===== src/rtl/core/min_priority_queue_unsorted_array_top_defines.svh =====
// Assertion macros for the priority queue RTL.
// No dependencies; included by the top level, which carries the assertions.
`ifndef MIN_PRIORITY_QUEUE_UNSORTED_ARRAY_TOP_DEFINES_SVH
`define MIN_PRIORITY_QUEUE_UNSORTED_ARRAY_TOP_DEFINES_SVH

// Property must hold at every clock edge outside reset.
`define MPQ_ASSERT(label, clk, rst, prop, msg) \
   label: assert property (@(posedge clk) disable iff (rst) prop) else $error(msg);

// Expression must never be true outside reset.
`define MPQ_ASSERT_NEVER(label, clk, rst, expr, msg) \
   label: assert property (@(posedge clk) disable iff (rst) !(expr)) else $error(msg);

`endif


===== src/rtl/core/mpq_pkg.sv =====
// Types and constants for the minimum priority queue.
// No dependencies; used by the top level.
package mpq_pkg;

   localparam int DATA_W  = 32;
   localparam int COUNT_W = 7;

   localparam logic [1:0] MODE_INSERT = 2'd0;
   localparam logic [1:0] MODE_REMOVE = 2'd1;
   localparam logic [1:0] MODE_LIST   = 2'd2;

   localparam logic [1:0] ST_OK    = 2'd0;
   localparam logic [1:0] ST_FULL  = 2'd1;
   localparam logic [1:0] ST_EMPTY = 2'd2;

   localparam logic signed [DATA_W-1:0] EMPTY_MIN = -32'sd1;

   typedef struct packed {
      logic [1:0]               mode;
      logic signed [DATA_W-1:0] value;
   } req_type;

   typedef struct packed {
      logic [1:0]               status;
      logic signed [DATA_W-1:0] item_value;
      logic signed [DATA_W-1:0] min_value;
      logic [COUNT_W-1:0]       count;
      logic                     last;
   } rsp_type;

endpackage


===== src/rtl/core/mpq_ram.sv =====
// Generic single-write, single-read RAM with registered read data.
// No dependencies.
module mpq_ram #(
   parameter int WIDTH = 32,
   parameter int DEPTH = 64
) (
   input  logic                     clock,
   input  logic                     we,
   input  logic [$clog2(DEPTH)-1:0] waddr,
   input  logic [WIDTH-1:0]         wdata,
   input  logic                     re,
   input  logic [$clog2(DEPTH)-1:0] raddr,
   output logic [WIDTH-1:0]         rdata
);

   logic [WIDTH-1:0] mem [DEPTH];
   logic [WIDTH-1:0] rdata_ff;

   always_ff @(posedge clock) begin
      if (we) begin
         mem[waddr] <= wdata;
      end
      if (re) begin
         rdata_ff <= mem[raddr];
      end
   end

   assign rdata = rdata_ff;

endmodule


===== src/rtl/core/min_priority_queue_unsorted_array_top.sv =====
// Minimum priority queue over an unsorted store of signed 32-bit values.
// Channels: req (mode, value) and rsp (status, item_value, min_value, count,
// last), both valid/ready; a transaction moves when valid and ready are high.
// Insert, and every error or unused-mode request, gives its single response
// in the cycle after acceptance and can be taken every cycle while the
// receiver takes each response. Remove-min with n stored values makes two
// passes over the store RAM, one read per cycle: a scan for the first
// minimum, then a pass that shifts later entries down and finds the new
// minimum. List makes one pass over the store per listed value, each pass
// picking the next value in (value, index) order. Each pass reads one entry
// at a time through the single RAM read port. Requests are taken only while
// no operation is in progress.
// Reset empties the queue (count to zero); RAM contents are not cleared.
// A stalled receiver holds the response register; a new request may still be
// accepted as the register drains, and a list pauses until it is taken.
// Depends on mpq_pkg, mpq_ram and the defines header.
`include "min_priority_queue_unsorted_array_top_defines.svh"

module min_priority_queue_unsorted_array_top #(
   parameter int CAPACITY = 64
) (
   input  logic             clock,
   input  logic             reset,
   input  logic             req_valid,
   output logic             req_ready,
   input  mpq_pkg::req_type req_data,
   output logic             rsp_valid,
   input  logic             rsp_ready,
   output mpq_pkg::rsp_type rsp_data
);

   localparam int ADDR_W = $clog2(CAPACITY);
   localparam int CNT_W  = $clog2(CAPACITY + 1);

   localparam logic [2:0] S_IDLE  = 3'd0;
   localparam logic [2:0] S_SCAN  = 3'd1;
   localparam logic [2:0] S_SHIFT = 3'd2;
   localparam logic [2:0] S_LIST  = 3'd3;
   localparam logic [2:0] S_LEMIT = 3'd4;

   logic [2:0]        state_ff, state_in;
   logic [CNT_W-1:0]  cnt_ff, cnt_in;
   logic signed [31:0] min_ff, min_in;
   logic [CNT_W-1:0]  rd_idx_ff, rd_idx_in;
   logic              p_vld_ff;
   logic [ADDR_W-1:0] p_idx_ff;
   logic signed [31:0] best_val_ff, best_val_in;
   logic [ADDR_W-1:0] best_idx_ff, best_idx_in;
   logic              best_found_ff, best_found_in;
   logic signed [31:0] acc_val_ff, acc_val_in;
   logic              acc_found_ff, acc_found_in;
   logic signed [31:0] prev_val_ff, prev_val_in;
   logic [ADDR_W-1:0] prev_idx_ff, prev_idx_in;
   logic [CNT_W-1:0]  emitted_ff, emitted_in;
   logic              rsp_vld_ff;
   mpq_pkg::rsp_type  rsp_data_ff;

   logic              rsp_load;
   mpq_pkg::rsp_type  rsp_next;
   logic              req_fire;
   logic              rd_en;
   logic              ram_we;
   logic [ADDR_W-1:0] ram_waddr;
   logic [31:0]       ram_wdata;
   logic signed [31:0] rd_data;
   logic [ADDR_W-1:0] last_idx;
   logic              full;
   logic signed [31:0] cur_min;
   logic signed [31:0] ins_min;
   logic [CNT_W-1:0]  cnt_dec;
   logic [CNT_W-1:0]  emitted_inc;
   logic              list_cand;

   function automatic mpq_pkg::rsp_type make_rsp(
      input logic [1:0]         status,
      input logic signed [31:0] item,
      input logic signed [31:0] minv,
      input logic [CNT_W-1:0]   cnt,
      input logic               last
   );
      mpq_pkg::rsp_type r;
      r.status     = status;
      r.item_value = item;
      r.min_value  = (cnt == '0) ? mpq_pkg::EMPTY_MIN : minv;
      r.count      = mpq_pkg::COUNT_W'(cnt);
      r.last       = last;
      return r;
   endfunction

   mpq_ram #(
      .WIDTH(32),
      .DEPTH(CAPACITY)
   ) u_store (
      .clock (clock),
      .we    (ram_we),
      .waddr (ram_waddr),
      .wdata (ram_wdata),
      .re    (rd_en),
      .raddr (rd_idx_ff[ADDR_W-1:0]),
      .rdata (rd_data)
   );

   assign req_ready   = (state_ff == S_IDLE) && (!rsp_vld_ff || rsp_ready);
   assign req_fire    = req_valid && req_ready;
   assign full        = (cnt_ff == CNT_W'(CAPACITY));
   assign cur_min     = min_ff;
   assign ins_min     = ((cnt_ff == '0) || (req_data.value < min_ff)) ? req_data.value
                                                                       : min_ff;
   assign cnt_dec     = cnt_ff - CNT_W'(1);
   assign last_idx    = cnt_dec[ADDR_W-1:0];
   assign emitted_inc = emitted_ff + CNT_W'(1);
   assign rd_en       = ((state_ff == S_SCAN) || (state_ff == S_SHIFT) ||
                         (state_ff == S_LIST)) && (rd_idx_ff != cnt_ff);
   // strictly after the last listed (value, index) pair
   assign list_cand   = (emitted_ff == '0) || (rd_data > prev_val_ff) ||
                        ((rd_data == prev_val_ff) && (p_idx_ff > prev_idx_ff));

   always_comb begin
      state_in      = state_ff;
      cnt_in        = cnt_ff;
      min_in        = min_ff;
      rd_idx_in     = rd_en ? (rd_idx_ff + CNT_W'(1)) : rd_idx_ff;
      best_val_in   = best_val_ff;
      best_idx_in   = best_idx_ff;
      best_found_in = best_found_ff;
      acc_val_in    = acc_val_ff;
      acc_found_in  = acc_found_ff;
      prev_val_in   = prev_val_ff;
      prev_idx_in   = prev_idx_ff;
      emitted_in    = emitted_ff;
      rsp_load      = 1'b0;
      rsp_next      = '0;
      ram_we        = 1'b0;
      ram_waddr     = cnt_ff[ADDR_W-1:0];
      ram_wdata     = req_data.value;

      case (state_ff)
         S_IDLE: begin
            if (req_fire) begin
               rsp_load = 1'b1;
               case (req_data.mode)
                  mpq_pkg::MODE_INSERT: begin
                     if (full) begin
                        rsp_next = make_rsp(mpq_pkg::ST_FULL, '0, cur_min, cnt_ff, 1'b1);
                     end else begin
                        ram_we   = 1'b1;
                        cnt_in   = cnt_ff + CNT_W'(1);
                        min_in   = ins_min;
                        rsp_next = make_rsp(mpq_pkg::ST_OK, '0, ins_min,
                                            cnt_ff + CNT_W'(1), 1'b1);
                     end
                  end
                  mpq_pkg::MODE_REMOVE, mpq_pkg::MODE_LIST: begin
                     if (cnt_ff == '0) begin
                        rsp_next = make_rsp(mpq_pkg::ST_EMPTY, '0, cur_min, cnt_ff, 1'b1);
                     end else begin
                        rsp_load      = 1'b0;
                        rd_idx_in     = '0;
                        best_found_in = 1'b0;
                        emitted_in    = '0;
                        state_in = (req_data.mode == mpq_pkg::MODE_REMOVE) ? S_SCAN
                                                                            : S_LIST;
                     end
                  end
                  default: begin
                     rsp_next = make_rsp(mpq_pkg::ST_OK, '0, cur_min, cnt_ff, 1'b1);
                  end
               endcase
            end
         end

         S_SCAN: begin
            if (p_vld_ff) begin
               // strict compare keeps the first occurrence
               if (!best_found_ff || (rd_data < best_val_ff)) begin
                  best_val_in   = rd_data;
                  best_idx_in   = p_idx_ff;
                  best_found_in = 1'b1;
               end
               if (p_idx_ff == last_idx) begin
                  state_in     = S_SHIFT;
                  rd_idx_in    = '0;
                  acc_found_in = 1'b0;
               end
            end
         end

         S_SHIFT: begin
            if (p_vld_ff) begin
               if (p_idx_ff > best_idx_ff) begin
                  ram_we    = 1'b1;
                  ram_waddr = p_idx_ff - ADDR_W'(1);
                  ram_wdata = rd_data;
               end
               if ((p_idx_ff != best_idx_ff) &&
                   (!acc_found_ff || (rd_data < acc_val_ff))) begin
                  acc_val_in   = rd_data;
                  acc_found_in = 1'b1;
               end
               if (p_idx_ff == last_idx) begin
                  state_in = S_IDLE;
                  cnt_in   = cnt_dec;
                  min_in   = acc_val_in;
                  rsp_load = 1'b1;
                  rsp_next = make_rsp(mpq_pkg::ST_OK, best_val_ff, acc_val_in,
                                      cnt_dec, 1'b1);
               end
            end
         end

         S_LIST: begin
            if (p_vld_ff) begin
               if (list_cand && (!best_found_ff || (rd_data < best_val_ff))) begin
                  best_val_in   = rd_data;
                  best_idx_in   = p_idx_ff;
                  best_found_in = 1'b1;
               end
               if (p_idx_ff == last_idx) begin
                  state_in = S_LEMIT;
               end
            end
         end

         S_LEMIT: begin
            if (!rsp_vld_ff || rsp_ready) begin
               rsp_load    = 1'b1;
               rsp_next    = make_rsp(mpq_pkg::ST_OK, best_val_ff, cur_min, cnt_ff,
                                      emitted_inc == cnt_ff);
               prev_val_in = best_val_ff;
               prev_idx_in = best_idx_ff;
               emitted_in  = emitted_inc;
               if (emitted_inc == cnt_ff) begin
                  state_in = S_IDLE;
               end else begin
                  state_in      = S_LIST;
                  rd_idx_in     = '0;
                  best_found_in = 1'b0;
               end
            end
         end

         default: begin
            state_in = S_IDLE;
         end
      endcase
   end

   always_ff @(posedge clock) begin
      if (reset) begin
         state_ff      <= S_IDLE;
         cnt_ff        <= '0;
         rd_idx_ff     <= '0;
         p_vld_ff      <= 1'b0;
         best_found_ff <= 1'b0;
         acc_found_ff  <= 1'b0;
         emitted_ff    <= '0;
         rsp_vld_ff    <= 1'b0;
      end else begin
         state_ff      <= state_in;
         cnt_ff        <= cnt_in;
         rd_idx_ff     <= rd_idx_in;
         p_vld_ff      <= rd_en;
         best_found_ff <= best_found_in;
         acc_found_ff  <= acc_found_in;
         emitted_ff    <= emitted_in;
         rsp_vld_ff    <= rsp_load ? 1'b1 : (rsp_ready ? 1'b0 : rsp_vld_ff);
      end
   end

   always_ff @(posedge clock) begin
      min_ff      <= min_in;
      p_idx_ff    <= rd_idx_ff[ADDR_W-1:0];
      best_val_ff <= best_val_in;
      best_idx_ff <= best_idx_in;
      acc_val_ff  <= acc_val_in;
      prev_val_ff <= prev_val_in;
      prev_idx_ff <= prev_idx_in;
      if (rsp_load) begin
         rsp_data_ff <= rsp_next;
      end
   end

   assign rsp_valid = rsp_vld_ff;
   assign rsp_data  = rsp_data_ff;

   `MPQ_ASSERT_NEVER(a_cnt_bound, clock, reset, cnt_ff > CNT_W'(CAPACITY), "count above capacity")
   `MPQ_ASSERT_NEVER(a_rsp_overwrite, clock, reset, rsp_load && rsp_vld_ff && !rsp_ready, "pending transaction overwritten")
   `MPQ_ASSERT(a_rd_range, clock, reset, rd_en |-> (rd_idx_ff < cnt_ff), "read beyond stored entries")
   `MPQ_ASSERT(a_we_state, clock, reset, ram_we |-> ((state_ff == S_IDLE) || (state_ff == S_SHIFT)), "store written outside insert or shift")
   `MPQ_ASSERT(a_remove_dec, clock, reset, ((state_ff == S_SHIFT) && (state_in == S_IDLE)) |=> (cnt_ff == $past(cnt_dec)), "remove did not drop count by one")

endmodule

===== config.mk =====
export PLATFORM = sky130hd
export DESIGN_NAME = min_priority_queue_unsorted_array_top
export DESIGN_NICKNAME = d
export VERILOG_FILES = /design/src/rtl/core/mpq_pkg.sv /design/src/rtl/core/mpq_ram.sv /design/src/rtl/core/min_priority_queue_unsorted_array_top.sv
export VERILOG_INCLUDE_DIRS = /design/src /design/src/rtl/core
export SDC_FILE = /design/constraint.sdc
export NUM_CORES = 2
export LEC_CHECK = 0
export BUFFER_PORTS_ARGS = -buffer_cell sky130_fd_sc_hd__buf_2
export CORE_MARGIN = 4
export CORE_UTILIZATION = 55
export CTS_BUF_LIST = sky130_fd_sc_hd__clkbuf_8
export DETAILED_ROUTE_END_ITERATION = 10
export GPL_ROUTABILITY_DRIVEN = 0
export PLACE_DENSITY = 0.77
export SYNTH_ARGS = -nofsm -noshare
export SYNTH_HDL_FRONTEND = slang
export SYNTH_SLANG_ARGS = --single-unit
export TNS_END_PERCENT = 100

===== constraint.sdc =====
create_clock -name clock -period 9.9 [get_ports clock]
set_clock_uncertainty 0.15 [all_clocks]
set_input_delay 0.99 -clock clock [delete_from_list [all_inputs] [get_ports clock]]
set_output_delay 0.99 -clock clock [all_outputs]
set_load 0.02 [all_outputs]

# Yosys cells after proc, flatten, opt, wreduce, memory -nomap -nowiden
# Memory sizes are Yosys's and may differ from the RTL's. A register that Yosys moved wholly into a read port is not among the register bits.
# Index checks and enable logic that the tools add are counted.
[totals]
ff_bits = 248
latch_bits = 0
ram_bits = 2048
romBits = 0
in_bits = 38
output_inout_bits = 76
mem_count = 1
[op_classes]
addsub = 5
mul = 0
div_mod_pow = 0
order_cmp = 6
eq_ne = 28
shift = 0
n_mux = 100
bitwise_logic = 0
n_reduce_logical = 38
[mem_list]
columns = ["memory", "words", "width", "read_ports", "rd_ports_with_merged_regs", "write_ports", "line_no", "rtl"]
rows = [
  ["u_store.mem", 64, 32, 1, 1, 1, "mpq_ram.sv:16", "logic [WIDTH-1:0] mem [DEPTH];"],
]
[op_table]
columns = ["op", "n"]
rows = [
  ["32-bit 2-to-1 mux", 17],
  ["74-bit case mux with 3 select lines", 1],
  ["72-bit 2-to-1 mux", 3],
  ["74-bit 2-to-1 mux", 2],
  ["74-bit case mux with 2 select lines", 1],
  ["32-bit case mux with 2 select lines", 2],
  ["7-bit 2-to-1 mux", 17],
  ["32-bit less-than comparator", 3],
  ["73-bit 2-to-1 mux", 1],
  ["6-bit 2-to-1 mux", 7],
  ["32-bit == test", 1],
  ["32-bit > comparator", 1],
  ["3-bit 2-to-1 mux", 10],
  ["7-bit zero test", 4],
  ["1-bit 2-to-1 mux", 28],
  ["7-bit case mux with 2 select lines", 2],
  ["7-bit by 1-bit adder with 7-bit output, second input constant", 3],
  ["7-bit case mux with 3 select lines", 1],
  ["10-bit AND reduction", 2],
  ["2-bit by 1-bit != test with 1-bit output, second input constant", 8],
  ["2-bit != test, second input constant", 8],
  ["3-bit case mux with 5 select lines", 1],
  ["5-bit AND reduction", 3],
  ["6-bit > comparator", 2],
  ["27 further kinds", 49],
]

# Logic depth before layout (Yosys ltp)
[depth]
ltp_word = 9
ltp_mapped = 15
mapped_depth_nobuf = 11

# By module
# Synthesis repeated with hierarchy kept, for this count alone.
[unflattened]
cells_unflattened = 4996
area_unflattened_um2 = 95609.2
[by_module_without_submodules]
columns = ["module", "instances", "cells_each", "area_per_inst_um2", "seq_area_each_um2"]
rows = [
  ["mpq_ram", 1, 3511, 79359.9, 62459.9],
  ["min_priority_queue_unsorted_array_top", 1, 1485, 16249.3, 7106.8],
]

# Least setup slack after synthesis
# OpenSTA, ideal clock, no wires.
[synth_path]
kind = "input-to-reg"
start = "input port rsp_ready"
end = "register rsp_data_ff, in the netlist rsp_data[0] (enable)"
setup_ps = 517
arrival_ps = 5375
required_time_ps = 9233
slack_ps = 3858
path_stages = 6
path_buffers = 1
cell_sequence = "nand2b_1 nand3_1 inv_1 clkbuf_1 a21oi_1 o21ai_1"
[synth_between]
elab_chain_len = 5
word_cells_on_any_way = 6
cone_classes = "3 x mux; 3 x reduce/logical"
[synth_lines]
columns = ["item", "line_no", "rtl"]
rows = [
  ["start, declared", "min_priority_queue_unsorted_array_top.sv:28", "input logic rsp_ready,"],
  ["1-bit logical OR (*)", "min_priority_queue_unsorted_array_top.sv:103, min_priority_queue_unsorted_array_top.sv:225", ""],
  ["1-bit logical AND", "min_priority_queue_unsorted_array_top.sv:103", "assign req_ready = (state_ff == S_IDLE) && (!rsp_vld_ff || rsp_ready);"],
  ["1-bit logical AND", "min_priority_queue_unsorted_array_top.sv:104", "assign req_fire = req_valid && req_ready;"],
  ["1-bit 2-to-1 mux", "min_priority_queue_unsorted_array_top.sv:139", "if (req_fire) begin"],
  ["1-bit case mux with 3 select lines (*)", "min_priority_queue_unsorted_array_top.sv:137", "case (state_ff)"],
  ["net rsp_load", "min_priority_queue_unsorted_array_top.sv:58", "logic rsp_load;"],
  ["end signal, assigned", "min_priority_queue_unsorted_array_top.sv:279", "rsp_data_ff <= rsp_next;"],
  ["end, declared", "min_priority_queue_unsorted_array_top.sv:56", "mpq_pkg::rsp_type rsp_data_ff;"],
]
# The timed path passes the listed nets; every way through them passes the cells marked *.
# A chain may end at the register's enable or synchronous reset.

# Final worst setup path
[layout_path]
start = "register p_idx_ff[0]"
end = "memory u_store.mem[27][3] (enable)"
[layout_between]
elab_chain_len = 6
word_cells_on_any_way = 10
cone_classes = "1 x add/sub; 1 x order compare; 8 x mux"
[layout_lines]
columns = ["item", "line_no", "rtl"]
rows = [
  ["start, declared", "min_priority_queue_unsorted_array_top.sv:46", "logic [ADDR_W-1:0] p_idx_ff;"],
  ["start signal, assigned", "min_priority_queue_unsorted_array_top.sv:272", "p_idx_ff <= rd_idx_ff[ADDR_W-1:0];"],
  ["6-bit > comparator", "min_priority_queue_unsorted_array_top.sv:190", "if (p_idx_ff > best_idx_ff) begin"],
  ["1-bit 2-to-1 mux", "min_priority_queue_unsorted_array_top.sv:190", ""],
  ["1-bit 2-to-1 mux", "min_priority_queue_unsorted_array_top.sv:189", "if (p_vld_ff) begin"],
  ["1-bit case mux with 2 select lines", "min_priority_queue_unsorted_array_top.sv:137", ""],
  ["1-bit 2-to-1 mux", "mpq_ram.sv:20", "if (we) begin"],
  ["1-bit 2-to-1 mux (not written as such)", "mpq_ram.sv:21", "mem[waddr] <= wdata;"],
  ["end, declared", "mpq_ram.sv:16", ""],
]
# Parallel ways exist; a longest one is shown, timed or not.

==> results.ini <==
[status]
outcome=finished clean

[finish]
utilization_pct=61.4
syn_to_final_growth_pct=10.8
final_cells=7298
fin_area_um2=104000
final_net_count=5026
drive_gt1_share_pct=29.0

[power]
p_switching_w=0.00511
p_seq_share_pct=53.9
p_leak_nw=32.9
ir_drop_mv=0.183
swShare_pct=24.6
p_clk_share_pct=34.9
powerDensity_nw_per_um2=200
comb_power_share_pct=11.2
p_int_w=0.0157

[timing]
setup_violations=0
tightest_slew_ns=1.34
max_freq_ghz=0.190
tns_ns=0
grt_setup_unrepaired=false
min_period_over_period_pct=53.1
maxSlewViolCount=0
min_period_ns=5.25
hold_viol_final=0
max_slew_margin_pct=10.9
fin_ws_ns=4.65

[synthesis]
synth_flop_cell=edfxtp_1
synthTopCellsByArea=edfxtp_1 73%, mux4_2 16%, ha_1 2.0%
ys_top_cells_by_count=2,294 x edfxtp_1, 672 x mux4_2, 215 x nor2_1
netlist_instances=4478
ys_types=63
yosysWarnings=0
yosysTopAreaCell=edfxtp_1
yosysMostFrequentCell=edfxtp_1
async_flop_share_pct=0
synth-seq-area-share_pct=74.1
synth_edf_count=2294
synth.top_cell.area_share_pct=73.4
synth.ff_latch_count=2328
synth_nets=4663
synth_area_um2=93800
synth.avg_cell_area_um2=21.0

[cts]
clock_sinks=2328
clk_latency_ns=1.11
ctsResizeCount=0
clkTransAtPathRegs_ns=0.06
cts_setup_buffers=0
cts_hold_buffers=0
h-tree-depth=5
numCtsBuffers=373
clockBufferDepth=4
root_buffer=clkbuf_8
cts_tree=built

[drt]
vias=47379
avgRoutedWirePerCell_um=30.8
via_per_inst=6.49
route.detailed.drc=0
drt-initial-drc-count=6991
drt_first_pass_iters=6
drt_wl_total_um=225000
ant_nets=0

[place]
dp.cells=6683
placed_area_um2=97700
hpwl_um=134000
io_buffers=113
pre_cts_slack_ns=4.79

[setup_path]
critPathArrivalTime_ns=5.74
cp.required_ns=10.39
start_kind=register
end_kind=register
crit_path_max_fanout=48
critPathKind=register to register

[global_route]
grt_pass1_vias=47107
grt_pass1_wl_um=329000
grt_max_degree=157
antenna_found_initial=12
gr-total-overflow=0
grt_usage_pct=25.4

[floorplan]
rows=151
die_area_um2=177000
die_w_um=421
start_util_pct=55.4
io_pins=114
die_h_um=421
core-area_um2=169000

[flow_run]
drv_cap=0

[min_path]
hp-class=primary input to register

==> cells in the final DEF (no fill, tap or decap), types with 54 or more instances in the layout <==
master / instances
a21oi_1: 57
buf_2: 113
buf_4: 92
clkbuf_8: 380
clkinv_1: 88
edfxtp_1: 2294
ha_1: 147
inv_1: 242
mux2_2: 64
mux4_2: 672
nand2_1: 126
nor2_1: 159
nor2_4: 54
o21ai_0: 69
==> power by group through the flow <==
stage               clock [W]  combinational, W  sequential, W
floorplan                   0           0.00151         0.0114
global placement            0           0.00228         0.0114
detailed placement          0           0.00232         0.0114
CTS                   0.00737           0.00233         0.0112
global route          0.00787           0.00248         0.0112
finish                0.00725           0.00232         0.0112
==> cell type report <==
type | count | area (um^2)
fillers | 11192 | 65500
well taps | 2218 | 2780
flip-flops and latches | 2328 | 69600
clock inverters | 224 | 1080
repair buffers | 214 | 1440
inverters | 151 | 567
diodes | 10 | 25.0
clock buffers | 380 | 5230
multi-input cells | 1773 | 23300
==> path summary, 6_finish.rpt <==
kind | slack, ns | from | to | cells past startpoint
setup / recovery | 4.65 | p_idx_ff[0]$_DFF_P_ | u_store.mem[27][3]$_DFFE_PP_ | 12
hold / removal | 0.20 | reset | cnt_ff[2]$_SDFFE_PP0P_ | 2
setup reg to reg | 4.65 | p_idx_ff[0]$_DFF_P_ | u_store.mem[27][3]$_DFFE_PP_ | 12
hold reg to reg | 0.30 | best_val_ff[23]$_DFFE_PP_ | prev_val_ff[23]$_DFFE_PP_ | 0
==> state kept, by name, summed over array words and instances, names as in the netlist <==
name / cells
prev_idx_ff: 6
acc_val_ff: 32
state_ff: 3
acc_found_ff: 1
prev_val_ff: 32
best_idx_ff: 6
rsp_valid: 1
p_idx_ff: 6
u_store.rdata: 32
rsp_data: 74
best_found_ff: 1
best_val_ff: 32
u_store.mem: 2048
rd_idx_ff: 7
p_vld_ff: 1
emitted_ff: 7
cur_min: 32
cnt_ff: 7
==> metal layers <==
layer / global-route usage (%) / wire (um) / vias to the layer above / part of all wire (%)
met5: 0 / 47 / - / 0.021
met4: 8.26 / 7520 / 6 / 3.3
met3: 6.34 / 25000 / 485 / 11
met1: 35.7 / 83400 / 24557 / 37
met2: 39.9 / 109000 / 2977 / 48
li1: - / - / 19354 / -
==> metrics by stage <==
stage / hold slack, ns / power [W]
final: 0.204 / 0.0208
after global routing: 0.182 / 0.0216
after CTS: 0.115 / 0.0209
after detailed placement: 0.282 / 0.0137
after global placement: 0.281 / 0.0137
after floorplan: 0.179 / 0.0129
==> kinds of logic (layout without fill, tap and decap cells) <==
group,after synthesis,after routing,share of synthesized area (%)
fa+ha+maj,147,147,1.96
simple gates,497,497,2.39
other cells,0,10,0
flops,2328,2328,74.1
mux,777,777,17.3
xor+xnor,46,46,0.444
buf+inv,377,969,1.61
compound gates,306,306,2.13
==> critical path, stage by stage (launching register included) <==
cell and delay, ns:
dfxtp_1 0.50, inv_1 0.14, ha_1 0.20, inv_1 0.05
a21oi_1 0.07, nor2_1 0.09, nor2_1 0.07, a211oi_4 0.23
buf_4 0.59, nor2_1 0.13, a21oi_1 0.49, nand4_1 0.86
nor2_4 1.18
No activity file was read; power rests on OpenSTA's default activity.
